[src/rtl/dcdm_pkg.sv]
// ----------------------------------------------------------------------------
// dcdm_pkg
// types, register map and seven-segment table for the debounced counter
// display multiplexer
// ----------------------------------------------------------------------------
package dcdm_pkg;

  localparam int unsigned PeriodWidth = 5;
  localparam int unsigned DataWidth   = 8;
  localparam int unsigned AddrWidth   = 3;
  localparam int unsigned BusWidth    = 32;

  localparam logic [PeriodWidth-1:0] PeriodReset = 5'd20;

  // register word index taken from paddr[2]
  localparam logic RegDebouncePeriod = 1'b0;

  // digit select code for the phase that is never reached
  localparam logic [1:0] DselNone = 2'd3;

  typedef enum logic [1:0] {
    PH_HIGH  = 2'd0,
    PH_LOW   = 2'd1,
    PH_COUNT = 2'd2
  } phase_t;

  typedef struct packed {
    logic                 up_level;
    logic                 down_level;
    logic                 sample_valid;
    logic [DataWidth-1:0] sample_value;
  } in_item_t;

  typedef struct packed {
    logic [DataWidth-1:0] segment_drive;
    logic [1:0]           digit_select;
    logic                 alarm;
    logic [DataWidth-1:0] count_value;
  } out_item_t;

  // bit 0 = segment a ... bit 6 = segment g
  function automatic logic [DataWidth-1:0] seg_decode(input logic [3:0] nibble);
    logic [DataWidth-1:0] pattern;
    begin
      unique case (nibble)
        4'h0: pattern = 8'h3F;
        4'h1: pattern = 8'h06;
        4'h2: pattern = 8'h5B;
        4'h3: pattern = 8'h4F;
        4'h4: pattern = 8'h66;
        4'h5: pattern = 8'h6D;
        4'h6: pattern = 8'h7D;
        4'h7: pattern = 8'h07;
        4'h8: pattern = 8'h7F;
        4'h9: pattern = 8'h6F;
        4'hA: pattern = 8'h77;
        4'hB: pattern = 8'h7C;
        4'hC: pattern = 8'h39;
        4'hD: pattern = 8'h5E;
        4'hE: pattern = 8'h79;
        default: pattern = 8'h71;
      endcase
      return pattern;
    end
  endfunction

endpackage

[src/rtl/debounced_counter_display_mux_top.sv]
// output: a tick's result is registered, into the result register or into the skid entry while the consumer holds off
// throughput: one tick per cycle; a two-entry output stage (result + skid)
// keeps accepting while the consumer holds off, and stalls only when both full
// reset: synchronous, active high; counter, held sample, locks, phase and
// debounce timer clear, period register returns to 20, no tick taken in reset
// ----------------------------------------------------------------------------
// debounced_counter_display_mux_top
// debounced up/down counter with a three-phase seven-segment multiplexer
// ----------------------------------------------------------------------------
module debounced_counter_display_mux_top (
  input  logic                              clk,
  input  logic                              rst,
  input  logic                              in_valid,
  output logic                              in_ready,
  input  dcdm_pkg::in_item_t                in_data,
  output logic                              out_valid,
  input  logic                              out_ready,
  output dcdm_pkg::out_item_t               out_data,
  input  logic                              psel,
  input  logic                              penable,
  input  logic                              pwrite,
  input  logic [dcdm_pkg::AddrWidth-1:0]    paddr,
  input  logic [dcdm_pkg::BusWidth-1:0]     pwdata,
  output logic [dcdm_pkg::BusWidth-1:0]     prdata,
  output logic                              pready
);
  import dcdm_pkg::*;

  logic [PeriodWidth-1:0] debounce_period;
  logic [DataWidth-1:0]   count_reg;
  logic [DataWidth-1:0]   sample_hold;
  logic                   up_lock_reg;
  logic                   down_lock_reg;
  phase_t                 mux_phase;
  logic [PeriodWidth-1:0] debounce_ticks;

  logic [DataWidth-1:0]   count_next;
  logic [DataWidth-1:0]   count_up;
  logic [DataWidth-1:0]   hold_next;
  logic                   up_lock_next;
  logic                   down_lock_next;
  phase_t                 phase_next;
  logic [PeriodWidth-1:0] ticks_next;
  logic [PeriodWidth-1:0] ticks_inc;
  logic                   fire;
  logic                   up_hit;
  logic                   down_hit;
  out_item_t              result;

  out_item_t              skid_data;
  logic                   skid_valid;
  logic                   accept;
  logic                   cfg_write;

  assign pready    = 1'b1;
  assign cfg_write = psel && penable && pwrite && pready;
  assign in_ready  = !skid_valid && !rst;
  assign accept    = in_valid && in_ready;

  always_comb begin
    prdata = '0;
    if (paddr[2] == RegDebouncePeriod) begin
      prdata = {{(BusWidth-PeriodWidth){1'b0}}, debounce_period};
    end
  end

  always_ff @(posedge clk) begin
    if (rst) begin
      debounce_period <= PeriodReset;
    end else if (cfg_write && paddr[2] == RegDebouncePeriod) begin
      debounce_period <= pwdata[PeriodWidth-1:0];
    end
  end

  // tick datapath
  always_comb begin
    hold_next = in_data.sample_valid ? in_data.sample_value : sample_hold;

    result = '0;
    unique case (mux_phase)
      PH_HIGH: begin
        result.segment_drive = seg_decode(hold_next[7:4]);
        result.digit_select  = PH_HIGH;
        phase_next           = PH_LOW;
      end
      PH_LOW: begin
        result.segment_drive = seg_decode(hold_next[3:0]);
        result.digit_select  = PH_LOW;
        phase_next           = PH_COUNT;
      end
      PH_COUNT: begin
        result.segment_drive = count_reg;
        result.digit_select  = PH_COUNT;
        phase_next           = PH_HIGH;
      end
      default: begin
        result.segment_drive = '0;
        result.digit_select  = DselNone;
        phase_next           = PH_HIGH;
      end
    endcase

    ticks_inc  = debounce_ticks + 1'b1;
    fire       = (ticks_inc >= debounce_period);
    ticks_next = fire ? '0 : ticks_inc;
    up_hit     = fire && !in_data.up_level;
    down_hit   = fire && !in_data.down_level;

    // up step first, then down
    count_up     = (up_hit && !up_lock_reg) ? count_reg + 1'b1 : count_reg;
    up_lock_next = up_hit ? 1'b1 : (in_data.up_level ? 1'b0 : up_lock_reg);

    count_next     = (down_hit && !down_lock_reg) ? count_up - 1'b1 : count_up;
    down_lock_next = down_hit ? 1'b1 : (in_data.down_level ? 1'b0 : down_lock_reg);

    result.alarm       = (hold_next > count_next);
    result.count_value = count_next;
  end

  always_ff @(posedge clk) begin
    if (rst) begin
      count_reg      <= '0;
      sample_hold    <= '0;
      up_lock_reg    <= 1'b0;
      down_lock_reg  <= 1'b0;
      mux_phase      <= PH_HIGH;
      debounce_ticks <= '0;
    end else if (accept) begin
      count_reg      <= count_next;
      sample_hold    <= hold_next;
      up_lock_reg    <= up_lock_next;
      down_lock_reg  <= down_lock_next;
      mux_phase      <= phase_next;
      debounce_ticks <= ticks_next;
    end
  end

  // result register with a skid entry behind it
  always_ff @(posedge clk) begin
    if (rst) begin
      out_valid  <= 1'b0;
      skid_valid <= 1'b0;
    end else if (out_ready || !out_valid) begin
      if (skid_valid) begin
        out_valid  <= 1'b1;
        skid_valid <= 1'b0;
      end else begin
        out_valid <= accept;
      end
    end else if (accept) begin
      skid_valid <= 1'b1;
    end
  end

  always_ff @(posedge clk) begin
    if (out_ready || !out_valid) begin
      if (skid_valid) begin
        out_data <= skid_data;
      end else if (accept) begin
        out_data <= result;
      end
    end else if (accept) begin
      skid_data <= result;
    end
  end

`ifndef SYNTHESIS
  a_skid_behind_out: assert property (@(posedge clk) disable iff (rst)
    skid_valid |-> out_valid)
    else $error("skid entry held without a result in front");

  a_accept_shows: assert property (@(posedge clk) disable iff (rst)
    accept |=> out_valid)
    else $error("accepted tick produced no result");

  a_count_direct: assert property (@(posedge clk) disable iff (rst)
    (accept && (out_ready || !out_valid)) |=> out_data.count_value == count_reg)
    else $error("shown count differs from counter");

  a_count_idle: assert property (@(posedge clk) disable iff (rst)
    !accept |=> $stable(count_reg))
    else $error("counter moved without a tick");
`endif

endmodule
[config.mk]
export PLATFORM = sky130hd
export DESIGN_NAME = debounced_counter_display_mux_top
export DESIGN_NICKNAME = d
export VERILOG_FILES = /design/src/rtl/dcdm_pkg.sv /design/src/rtl/debounced_counter_display_mux_top.sv
export SDC_FILE = /design/constraint.sdc
export NUM_CORES = 1
export LEC_CHECK = 0
export ABC_AREA = 1
export BUFFER_PORTS_ARGS = -buffer_cell sky130_fd_sc_hd__buf_2
export CAP_MARGIN = 20
export CORE_UTILIZATION = 30
export DETAILED_ROUTE_END_ITERATION = 10
export PLACE_DENSITY = 0.59
export SYNTH_ARGS = -nofsm -noshare
export SYNTH_HDL_FRONTEND = slang
export SYNTH_SLANG_ARGS = --single-unit
[constraint.sdc]
create_clock -name clk -period 4.1 [get_ports clk]
set_input_delay 0.205 -clock clk [delete_from_list [all_inputs] [get_ports clk]]
set_output_delay 0.205 -clock clk [all_outputs]
set_load 0.02 [all_outputs]
# Yosys cells after proc, flatten, opt, wreduce, memory -nomap -nowiden
# Memories as Yosys holds them, arrays and structs flattened.
# Cells that the tools add are included.
[word_totals]
regBits = 70
latch_bits = 0
mem_bits_rw = 0
mem_bits_ro = 224
out_inout_bits = 54
elab_cells = 68
memories = 2
[op_classes]
n_addsub = 3
multipliers = 0
div_mod_pow = 0
n_lt_le_gt_ge = 2
n_eq_ne = 2
n_shift = 0
muxes = 14
bitwise = 2
reduce_logical = 26
[memory_table]
columns = ["name", "words", "word_bits", "read_ports", "rd_ports_with_merged_regs", "write_ports", "line", "source"]
rows = [
  ["(no name shown)", 16, 7, 1, 0, 0, "dcdm_pkg.sv:45", "unique case (nibble)"],
  ["(no name shown)", 16, 7, 1, 0, 0, "dcdm_pkg.sv:45", ""],
]
[ops]
columns = ["op", "count"]
rows = [
  ["2-to-1 mux 19 bit", 2],
  ["case mux 10 bit (3 select lines)", 1],
  ["2-to-1 mux 8 bit", 3],
  ["2-to-1 mux 5 bit", 2],
  ["logical AND 1 bit", 9],
  ["adder 8 x 1 -> 8 bit (second input constant)", 1],
  ["> comparator 8 bit", 1],
  ["AND reduction 2 bit", 4],
  ["subtractor 8 x 1 -> 8 bit (second input constant)", 1],
  ["zero test 1 bit", 7],
  ["nonzero test 2 bit", 3],
  ["adder 5 x 1 -> 5 bit (second input constant)", 1],
  ["greater-or-equal comparator 5 bit", 1],
  ["2-to-1 mux 1 bit", 5],
  ["case mux 2 bit (2 select lines)", 1],
  ["equality test 2 x 1 -> 1 bit (second input constant)", 1],
  ["equality test 2 bit (second input constant)", 1],
  ["zero test 2 bit", 1],
  ["inverter 1 bit", 2],
  ["OR reduction 2 bit", 1],
  ["logical OR 1 bit", 1],
]

# Depth between registers and ports, before layout
# Gate-level depths: netlist of run 1.
[depth]
ltp_word = 10
mapped_depth = 25

# Least setup slack after synthesis of run 1
# OpenSTA, ideal clock, no wires.
[synth_timing]
path_type = "register to register"
start = "register debounce_ticks[0]"
end = "register out_data[8] in the netlist's numbering (data pin)"
setup_time_ns = 0.269
arrival_ns = 3.058
path_slack_ns = 0.773
path_stages_with_launch = 19
n_path_buf = 0
period_less_slack_ns = 3.327
cell_sequence = "dfxtp_1 -> ha_1 -> nand3_1 -> xor2_1 -> ha_1 -> a21oi_1 -> nand3_4 -> nand3_1 -> nand3_2 -> nor3_4 -> nand3_2 -> nand2_2 -> nand2_1 -> ha_1 -> nand2_1 -> nor2_1 -> nand2_1 -> o31ai_1 -> o21ai_0"
[synth_between]
elab_chain_cells = 10
[synth_rtl]
columns = ["element", "line", "source"]
rows = [
  ["start: declaration", "debounced_counter_display_mux_top.sv:35", "logic [PeriodWidth-1:0] debounce_ticks;"],
  ["start signal: assignment", "debounced_counter_display_mux_top.sv:134", "debounce_ticks <= ticks_next;"],
  ["adder 5 x 1 -> 5 bit (*)", "debounced_counter_display_mux_top.sv:103", "ticks_inc = debounce_ticks + 1'b1;"],
  ["greater-or-equal comparator 5 bit (*)", "debounced_counter_display_mux_top.sv:104", "fire = (ticks_inc >= debounce_period);"],
  ["logical AND 1 bit", "debounced_counter_display_mux_top.sv:106", "up_hit = fire && !in_data.up_level;"],
  ["logical AND 1 bit", "debounced_counter_display_mux_top.sv:110", "count_up = (up_hit && !up_lock_reg) ? count_reg + 1'b1 : count_reg;"],
  ["2-to-1 mux 8 bit", "debounced_counter_display_mux_top.sv:110", ""],
  ["subtractor 8 x 1 -> 8 bit", "debounced_counter_display_mux_top.sv:113", "count_next = (down_hit && !down_lock_reg) ? count_up - 1'b1 : count_up;"],
  ["2-to-1 mux 8 bit (*)", "debounced_counter_display_mux_top.sv:113", ""],
  ["> comparator 8 bit (*)", "debounced_counter_display_mux_top.sv:116", "result.alarm = (hold_next > count_next);"],
  ["2-to-1 mux 19 bit (*)", "debounced_counter_display_mux_top.sv:159", "end else if (accept) begin"],
  ["2-to-1 mux 19 bit (*)", "debounced_counter_display_mux_top.sv:157", "if (skid_valid) begin"],
  ["end signal: assignment", "debounced_counter_display_mux_top.sv:158", "out_data <= skid_data;"],
  ["end signal: assignment", "debounced_counter_display_mux_top.sv:160", "out_data <= result;"],
  ["end: declaration", "debounced_counter_display_mux_top.sv:18", "output dcdm_pkg::out_item_t out_data,"],
]
# Mark *: on every way between the ends. The rest lies on a longest branch, timed or not. The select of a mux whose other input is x is not followed.
# A chain may end at the register's enable or synchronous reset.

# Worst setup path after layout of run 1
[layout_timing]
start = "register debounce_ticks[1]"
end = "register out_data[8] in the netlist's numbering (data pin)"
[layout_between]
elab_chain_cells = 10
[layout_rtl]
columns = ["element", "line", "source"]
rows = [
  ["adder 5 x 1 -> 5 bit (*)", "debounced_counter_display_mux_top.sv:103", ""],
  ["greater-or-equal comparator 5 bit (*)", "debounced_counter_display_mux_top.sv:104", ""],
  ["logical AND 1 bit", "debounced_counter_display_mux_top.sv:106", ""],
  ["logical AND 1 bit", "debounced_counter_display_mux_top.sv:110", ""],
  ["2-to-1 mux 8 bit", "debounced_counter_display_mux_top.sv:110", ""],
  ["subtractor 8 x 1 -> 8 bit", "debounced_counter_display_mux_top.sv:113", ""],
  ["2-to-1 mux 8 bit (*)", "debounced_counter_display_mux_top.sv:113", ""],
  ["via count_next[5]", "debounced_counter_display_mux_top.sv:37", "logic [DataWidth-1:0] count_next;"],
  ["> comparator 8 bit (*)", "debounced_counter_display_mux_top.sv:116", ""],
  ["2-to-1 mux 19 bit (*)", "debounced_counter_display_mux_top.sv:159", ""],
  ["2-to-1 mux 19 bit (*)", "debounced_counter_display_mux_top.sv:157", ""],
]
# Mark *: on every way through the listed nets, which the timed path passes. The rest lies on a longest branch. The select of a mux whose other input is x is not followed.

==> out/qor.txt, run 1 <==
Sink Count: 70
Syn Area/Cell: 8.045 um2
Synth Cell Area: 4248 um2
CP max FO: 10
Seq/Total Area, Yosys: 0.4194
clk root buf: clkbuf_16
Post-Synthesis Cells: 528
DR iter-0 viols: 244
Nets: 660
post-route cell area: 4977 um2
Multi-input gate area: 2041 um2
status: completed
Post-Route WL: 8.992 mm
CTS Buf Count: 9
Via-to-Cell Ratio: 4.587
grt ovf: 0
Reg area: 1783 um2
Hold Path Class: in -> reg
drc violations: 0
vias in the first global route: 3,159
# fillers: 1,432
FP Rows: 43
CP arrival: 3.81 ns
Tmin final: 3.746 ns
area of placed instances: 4577 um2
wl on met1: 4.026 mm
io pins: 107
via count: 3,509
max incr delay on CP: 0.36 ns
Max Used Layer: met4
Die Wd: 121.0 um
relative slew slack: 0.3941
Largest regs: out_data (19), skid_data (19)
post-synth cell types: 39
die area: 14,640 um2
Leak Pwr: 0.002262 uW
clk_skew: 0.01016 ns
gpl congestion: 0.8626
CP Data Required Time: 4.17 ns
Final Hold Viols: 0
largest net degree at the start of global routing: 33
flops & latches, synth: 70
Worst-Margin Slew: 0.9078 ns
Clock transition at path regs: 0.06 ns
initial antenna violation count: 0
CTS tree: yes
kind of critical path: reg -> reg
core area: 13,830 um2
Max-Cap Viols: 0
hpwl dp: 6.889 mm
number of routed nets with antenna violations: 0
Slew Limit Fails: 0
worst vdd ir: 0.0002098 V
routed wl met2: 4.264 mm
clk buf depth: 2
endpoints failing setup: 0
fin crit share: 0.9137
Design Power: 2015 uW
Critical-path top delay cell: dfxtp_1
CP delay by family, top: simple AND/OR/NAND/NOR gates
Layout area overhead: 17.17%
GRT Util Overall: 0.1290
PnR worst setup slack: 0.3538 ns
H-tree depth: 3
number of detailed-route iterations in the first pass: 4
layout cells sized above 1: 0.1795
critical-path cell list: ha_1 > nand3_1 > xor2_1 > ha_1 > nand2_1 > nor2_1 > nand2_1 > nand3_4 > nand2_4 > nand2_2 > nand3_2 > nor3_4 > buf_4 > nand2_2 > nand2_2 > inv_1 > ha_1 > inv_1 > nor2_1 > nand2_1 > o31ai_4 > o21ai_1
crit end category: register
fmax: 0.2669 GHz
number of diodes: 0
Synthesis Warnings: 0
clock latency on the worst-skew pair: 0.33 ns
die extent in y: 121.0 um
crit start category: register
met3 WL post-DR: 584 um
cell area power density: 404.8 nW/um2
dpl ws: 0.1920 ns
WL per Instance: 11.75 um
Starting Density: 0.3072
first-pass GRT wire length: 14.90 mm
Port Buf Inserts: 49
CP bufs+invs: 3
-- report_power, final --
part           internal, uW  switching, uW  total [uW]
Clock                   604            312         916
Combinational          92.4            212         304
Sequential              781           14.5         795
-- placed cells by master (no fill, tap or decap), types with 5 or more instances in the layout --
cell type | Yosys | routed
a21oi_1 | 30 | 28
buf_2 | 2 | 49
buf_4 | 30 | 8
clkbuf_16 | 0 | 9
conb_1 | 2 | 28
dfxtp_1 | 32 | 31
edfxtp_1 | 38 | 38
ha_1 | 27 | 27
inv_1 | 67 | 67
nand2_1 | 114 | 114
nand2_2 | 9 | 9
nand3_1 | 28 | 28
nor2_1 | 36 | 36
o211ai_1 | 5 | 5
o21ai_0 | 46 | 45
o21ai_2 | 5 | 5
xor2_1 | 7 | 7
-- cell usage after synthesis, drive strengths merged --
| master | number | area share |
|---|---|---|
| o21a | 2 | 0.0035 |
| buf | 33 | 0.058 |
| xor2 | 7 | 0.014 |
| clkinv | 2 | 0.0018 |
| nand3 | 31 | 0.042 |
| nand4 | 2 | 0.0029 |
| and3 | 1 | 0.0015 |
| nor2 | 40 | 0.039 |
| o31ai | 4 | 0.0071 |
| ha | 27 | 0.080 |
| inv | 70 | 0.062 |
| a21oi | 30 | 0.035 |
| o211ai | 5 | 0.0088 |
| o311ai | 3 | 0.0062 |
| nor3 | 3 | 0.0062 |
| xnor2 | 1 | 0.0021 |
| nand2 | 125 | 0.12 |
| dfxtp | 32 | 0.15 |
| o221ai | 3 | 0.0062 |
| edfxtp | 38 | 0.27 |
| a211oi | 1 | 0.0018 |
| a22oi | 1 | 0.0018 |
| clkbuf | 9 | 0.0080 |
| o21ai | 52 | 0.066 |
| a31oi | 3 | 0.0044 |
| nand3b | 1 | 0.0018 |
| conb | 2 | 0.0018 |
-- worst register-to-register path: cells and delay by family, from the launching register on --
kind                       cells  cell delay [ns]
AOI/OAI and AO/OA              2             0.38
and+or+nand+nor               13             1.54
buffers and inverters          3             0.26
adders and majority gates      3             0.79
xor gates and xnor gates       1             0.17
DFF                            1             0.36
-- routing by layer --
metal,GRT usage,vias to the layer above
met4,0.04475,0
met5,0,-
met1,0.1658,1598
met2,0.2139,108
li1,-,1791
met3,0.02632,12
-- layout make-up --
cell class | count | share of cell area
Clock buffer | 9 | 0.04525
Tap cell | 180 | 0.04525
Clock inverter | 7 | 0.02564
Multi-Input combinational cell | 370 | 0.4100
Inverter | 72 | 0.05430
Timing Repair Buffer | 57 | 0.06134
Sequential cell | 70 | 0.3582
-- per-stage QoR --
stage          hold slack [ns]  TNS [ns]  instances    util
3_3_place_gp            0.3975         0        746  0.3310
5_1_grt                0.07162  -0.01676        765  0.3600
2_1_floorplan           0.2950         0        554       -
3_5_place_dp            0.4069         0        746  0.3310
4_1_cts                0.05645         0        762  0.3565
6_report               0.06546         0        765  0.3600
-- cell families after synthesis --
kind of cell,share of synthesized area
other,0.001768
AOI/OAI and AO/OA,0.1408
and+or+nand+nor,0.2124
buffers and inverters,0.1296
DFF,0.4194
xor gates and xnor gates,0.01650
adders and majority gates,0.07953
-- final timing paths --
| kind | startpoint | end | slack, ns | cells past startpoint |
|---|---|---|---|---|
| worst max-delay path | debounce_ticks[1]$_SDFFE_PP0P_ | out_data[8]$_DFFE_PP_ | 0.35 | 22 |
| worst min-delay path | in_data[9] | down_lock_reg$_SDFFE_PP0P_ | 0.07 | 2 |
| worst max register to register | debounce_ticks[1]$_SDFFE_PP0P_ | out_data[8]$_DFFE_PP_ | 0.35 | 22 |
| worst min register to register | debounce_period[0]$_SDFFE_PP0P_ | debounce_period[0]$_SDFFE_PP0P_ | 0.47 | 2 |
-- what timing repair did --
item / 4_1_cts / 5_1_grt
resized for setup: 0 / 6
endpoints found under the hold margin: 0 / 0
hold buffers: 0 / 0
setup buffers: 0 / 3
setup endpoints to repair: 0 / 2
Power figures use the tool's default switching activity.
==> run 2: changes to the inputs <==
- ABC_AREA: 1 -> unset
==> out/qor.txt, run 2 <==
CP arrival: 3.93 ns
Synth Area in XOR/XNOR: 0.04178
vias in the first global route: 3,147
worst reg2reg path depth: 15
Design Power: 1798 uW
Via-to-Cell Ratio: 4.851
min-delay src: in_data[9]
initial antenna violation count: 0
layout cells sized above 1: 0.2103
core area: 13,880 um2
Hold Slack: 0.08091 ns
Port Buf Inserts: 49
reg2reg start: debounce_ticks[1]$_SDFFE_PP0P_
Seq/Total Area, Yosys: 0.4160
Layout area overhead: 15.80%
crit start category: register
hpwl dp: 6.832 mm
FF-to-FF setup slack: 0.22 ns
Synth async-reset ratio: 0
post-synth cell types: 60
clk buf depth: 2
GRT Util Overall: 0.1313
drc violations: 0
Compound-Gate Fraction of Synth Area: 0.1379
Core Util, Final: 0.3573
Max-Cap Viols: 0
DR iter-0 viols: 208
synth top area cells: edfxtp_1 (27%), dfxtp_1 (15%), ha_1 (7.9%)
Hold Path Class: in -> reg
die area: 14,760 um2
via count: 3,318
Multi-input gate area: 2225 um2
most common cell after layout, fill and taps aside: buf_2
# fillers: 1,392
Starting Density: 0.3085
FP Rows: 43
critical-path cell list: ha_2 > nand3_1 > xnor2_1 > ha_1 > a21oi_1 > nor3_1 > a21oi_1 > mux2i_1 > nand3_1 > or3_4 > nand2_1 > ha_1 > nand3_1 > nor3_1 > o31ai_1
CP Data Required Time: 4.15 ns
Synthesis Warnings: 0
Leak Pwr: 0.002091 uW
worst r2r dst: out_data[8]$_DFFE_PP_
endpoints failing setup: 0
Synth Area in Adders: 0.07888
Slew Limit Fails: 0
gpl congestion: 0.8479
Worst Hold Path EP: down_lock_reg$_SDFFE_PP0P_
worst hold stages: 2
max incr delay on CP: 0.45 ns
grt ovf: 0
Clock transition at path regs: 0.06 ns
status: completed
Final Hold Viols: 0
CTS tree: yes
worst vdd ir: 0.0002041 V
Reg area: 1783 um2
top cell type by total area after synthesis: edfxtp_1
CP most frequent cell: nand3_1
relative slew slack: 0.4536
Largest regs: out_data (19), skid_data (19)
CTS Buf Count: 9
fmax: 0.2578 GHz
largest net degree at the start of global routing: 32
flops & latches, synth: 70
most frequent cells in the layout: buf_2 (49), nor2_1 (45), edfxtp_1 (38), nand2_1 (35), dfxtp_1 (31)
post-route cell area: 4960 um2
Post-Synthesis Cells: 450
Synth top cells by count: nor2_1 (45), edfxtp_1 (38), nand2_1 (35)
Tmin final: 3.879 ns
Post-synth EDFFs: 38
clk root buf: clkbuf_16
die extent in y: 121.5 um
Sink Count: 70
Die Wd: 121.5 um
post-synthesis mux area share: 0.07041
WL per Instance: 13.40 um
kind of critical path: reg -> reg
area of placed instances: 4624 um2
number of routed nets with antenna violations: 0
Worst-Margin Slew: 0.7968 ns
clock latency on the worst-skew pair: 0.34 ns
number of diodes: 0
Post-Route WL: 9.169 mm
Nets: 579
Post-synth top flop: edfxtp_1
most frequent cell after synthesis: nor2_1
PnR worst setup slack: 0.2207 ns
Syn Area/Cell: 9.517 um2
H-tree depth: 3
fin crit share: 0.9462
Synth Cell Area: 4283 um2
number of detailed-route iterations in the first pass: 4
cell area power density: 362.4 nW/um2
first-pass GRT wire length: 15.14 mm
Yosys top cell area share: 0.2664
CP max FO: 4
fraction of the mapped netlist area in simple logic gates: 0.1601
io pins: 107
dpl ws: 0.1090 ns
clk_skew: 0.009311 ns
crit end category: register
largest family of logic cells by synthesized area: simple AND/OR/NAND/NOR gates
Critical-path top delay cell: or3_4
==> run 2: timing repair <==
| item | in CTS | in global routing |
|---|---|---|
| hold endpoints to repair | 0 | 0 |
| setup endpoints to repair | 0 | 2 |
| hold buffers | 0 | 0 |
| gates resized for setup | 0 | 7 |
| setup buffers | 0 | 3 |
==> run 2: how the worst max path moves through the flow <==
stage,from,to,slack [ns]
after CTS,debounce_ticks[0]$_SDFFE_PP0P_,out_data[8]$_DFFE_PP_,0.10
final,debounce_ticks[1]$_SDFFE_PP0P_,out_data[8]$_DFFE_PP_,0.22
after floorplan,debounce_ticks[0]$_SDFFE_PP0P_,out_data[8]$_DFFE_PP_,0.69
after global placement,debounce_ticks[0]$_SDFFE_PP0P_,out_data[8]$_DFFE_PP_,0.25
after detailed placement,debounce_ticks[0]$_SDFFE_PP0P_,out_data[8]$_DFFE_PP_,0.11
after global routing,debounce_ticks[1]$_SDFFE_PP0P_,out_data[8]$_DFFE_PP_,-0.005
==> run 2: cells by family after synthesis <==
group	count (synthesis)
AO/OA/AOI/OAI	88
XOR/XNOR	18
adder cells (fa/ha/maj)	27
buffers and inverters	77
flip-flops	70
multiplexers	26
other	2
AND/OR/NAND/NOR	142
==> run 2: worst max-delay path, delay by kind of cell, from the launching register on <==
kind	cells	cell delay [ns]
flip-flops	1	0.36
AO/OA/AOI/OAI	3	0.67
XOR/XNOR	1	0.20
adder cells (fa/ha/maj)	3	0.68
multiplexers	1	0.27
AND/OR/NAND/NOR	7	1.40
==> run 2: layout make-up <==
class                      count  share of cell area
sequential                    70              0.3595
tap                          180             0.04541
clock buffer                   9             0.04541
multi-input combinational    329              0.4485
timing repair buffer          61             0.06761
inverter                      28             0.02119
clock inverter                 7             0.01236
==> run 2: where the power goes <==
part	total (uW)	internal (uW)	switching, uW
Sequential	783	771	12.1
Combinational	267	95.4	171
Clock	748	421	327
Total	1800	1290	511
==> run 2: stage by stage <==
stage / cells / setup TNS, ns
after global routing: 684 / -0.005283
after CTS: 681 / 0
final: 684 / 0
after detailed placement: 665 / 0
after global placement: 665 / 0
after floorplan: 476 / 0
==> run 2: layer usage <==
| layer | share of wire | track usage |
|---|---|---|
| met5 | 0 | 0 |
| met4 | 0.021 | 0.05941 |
| met3 | 0.063 | 0.03665 |
| met2 | 0.45 | 0.2060 |
| met1 | 0.46 | 0.1664 |
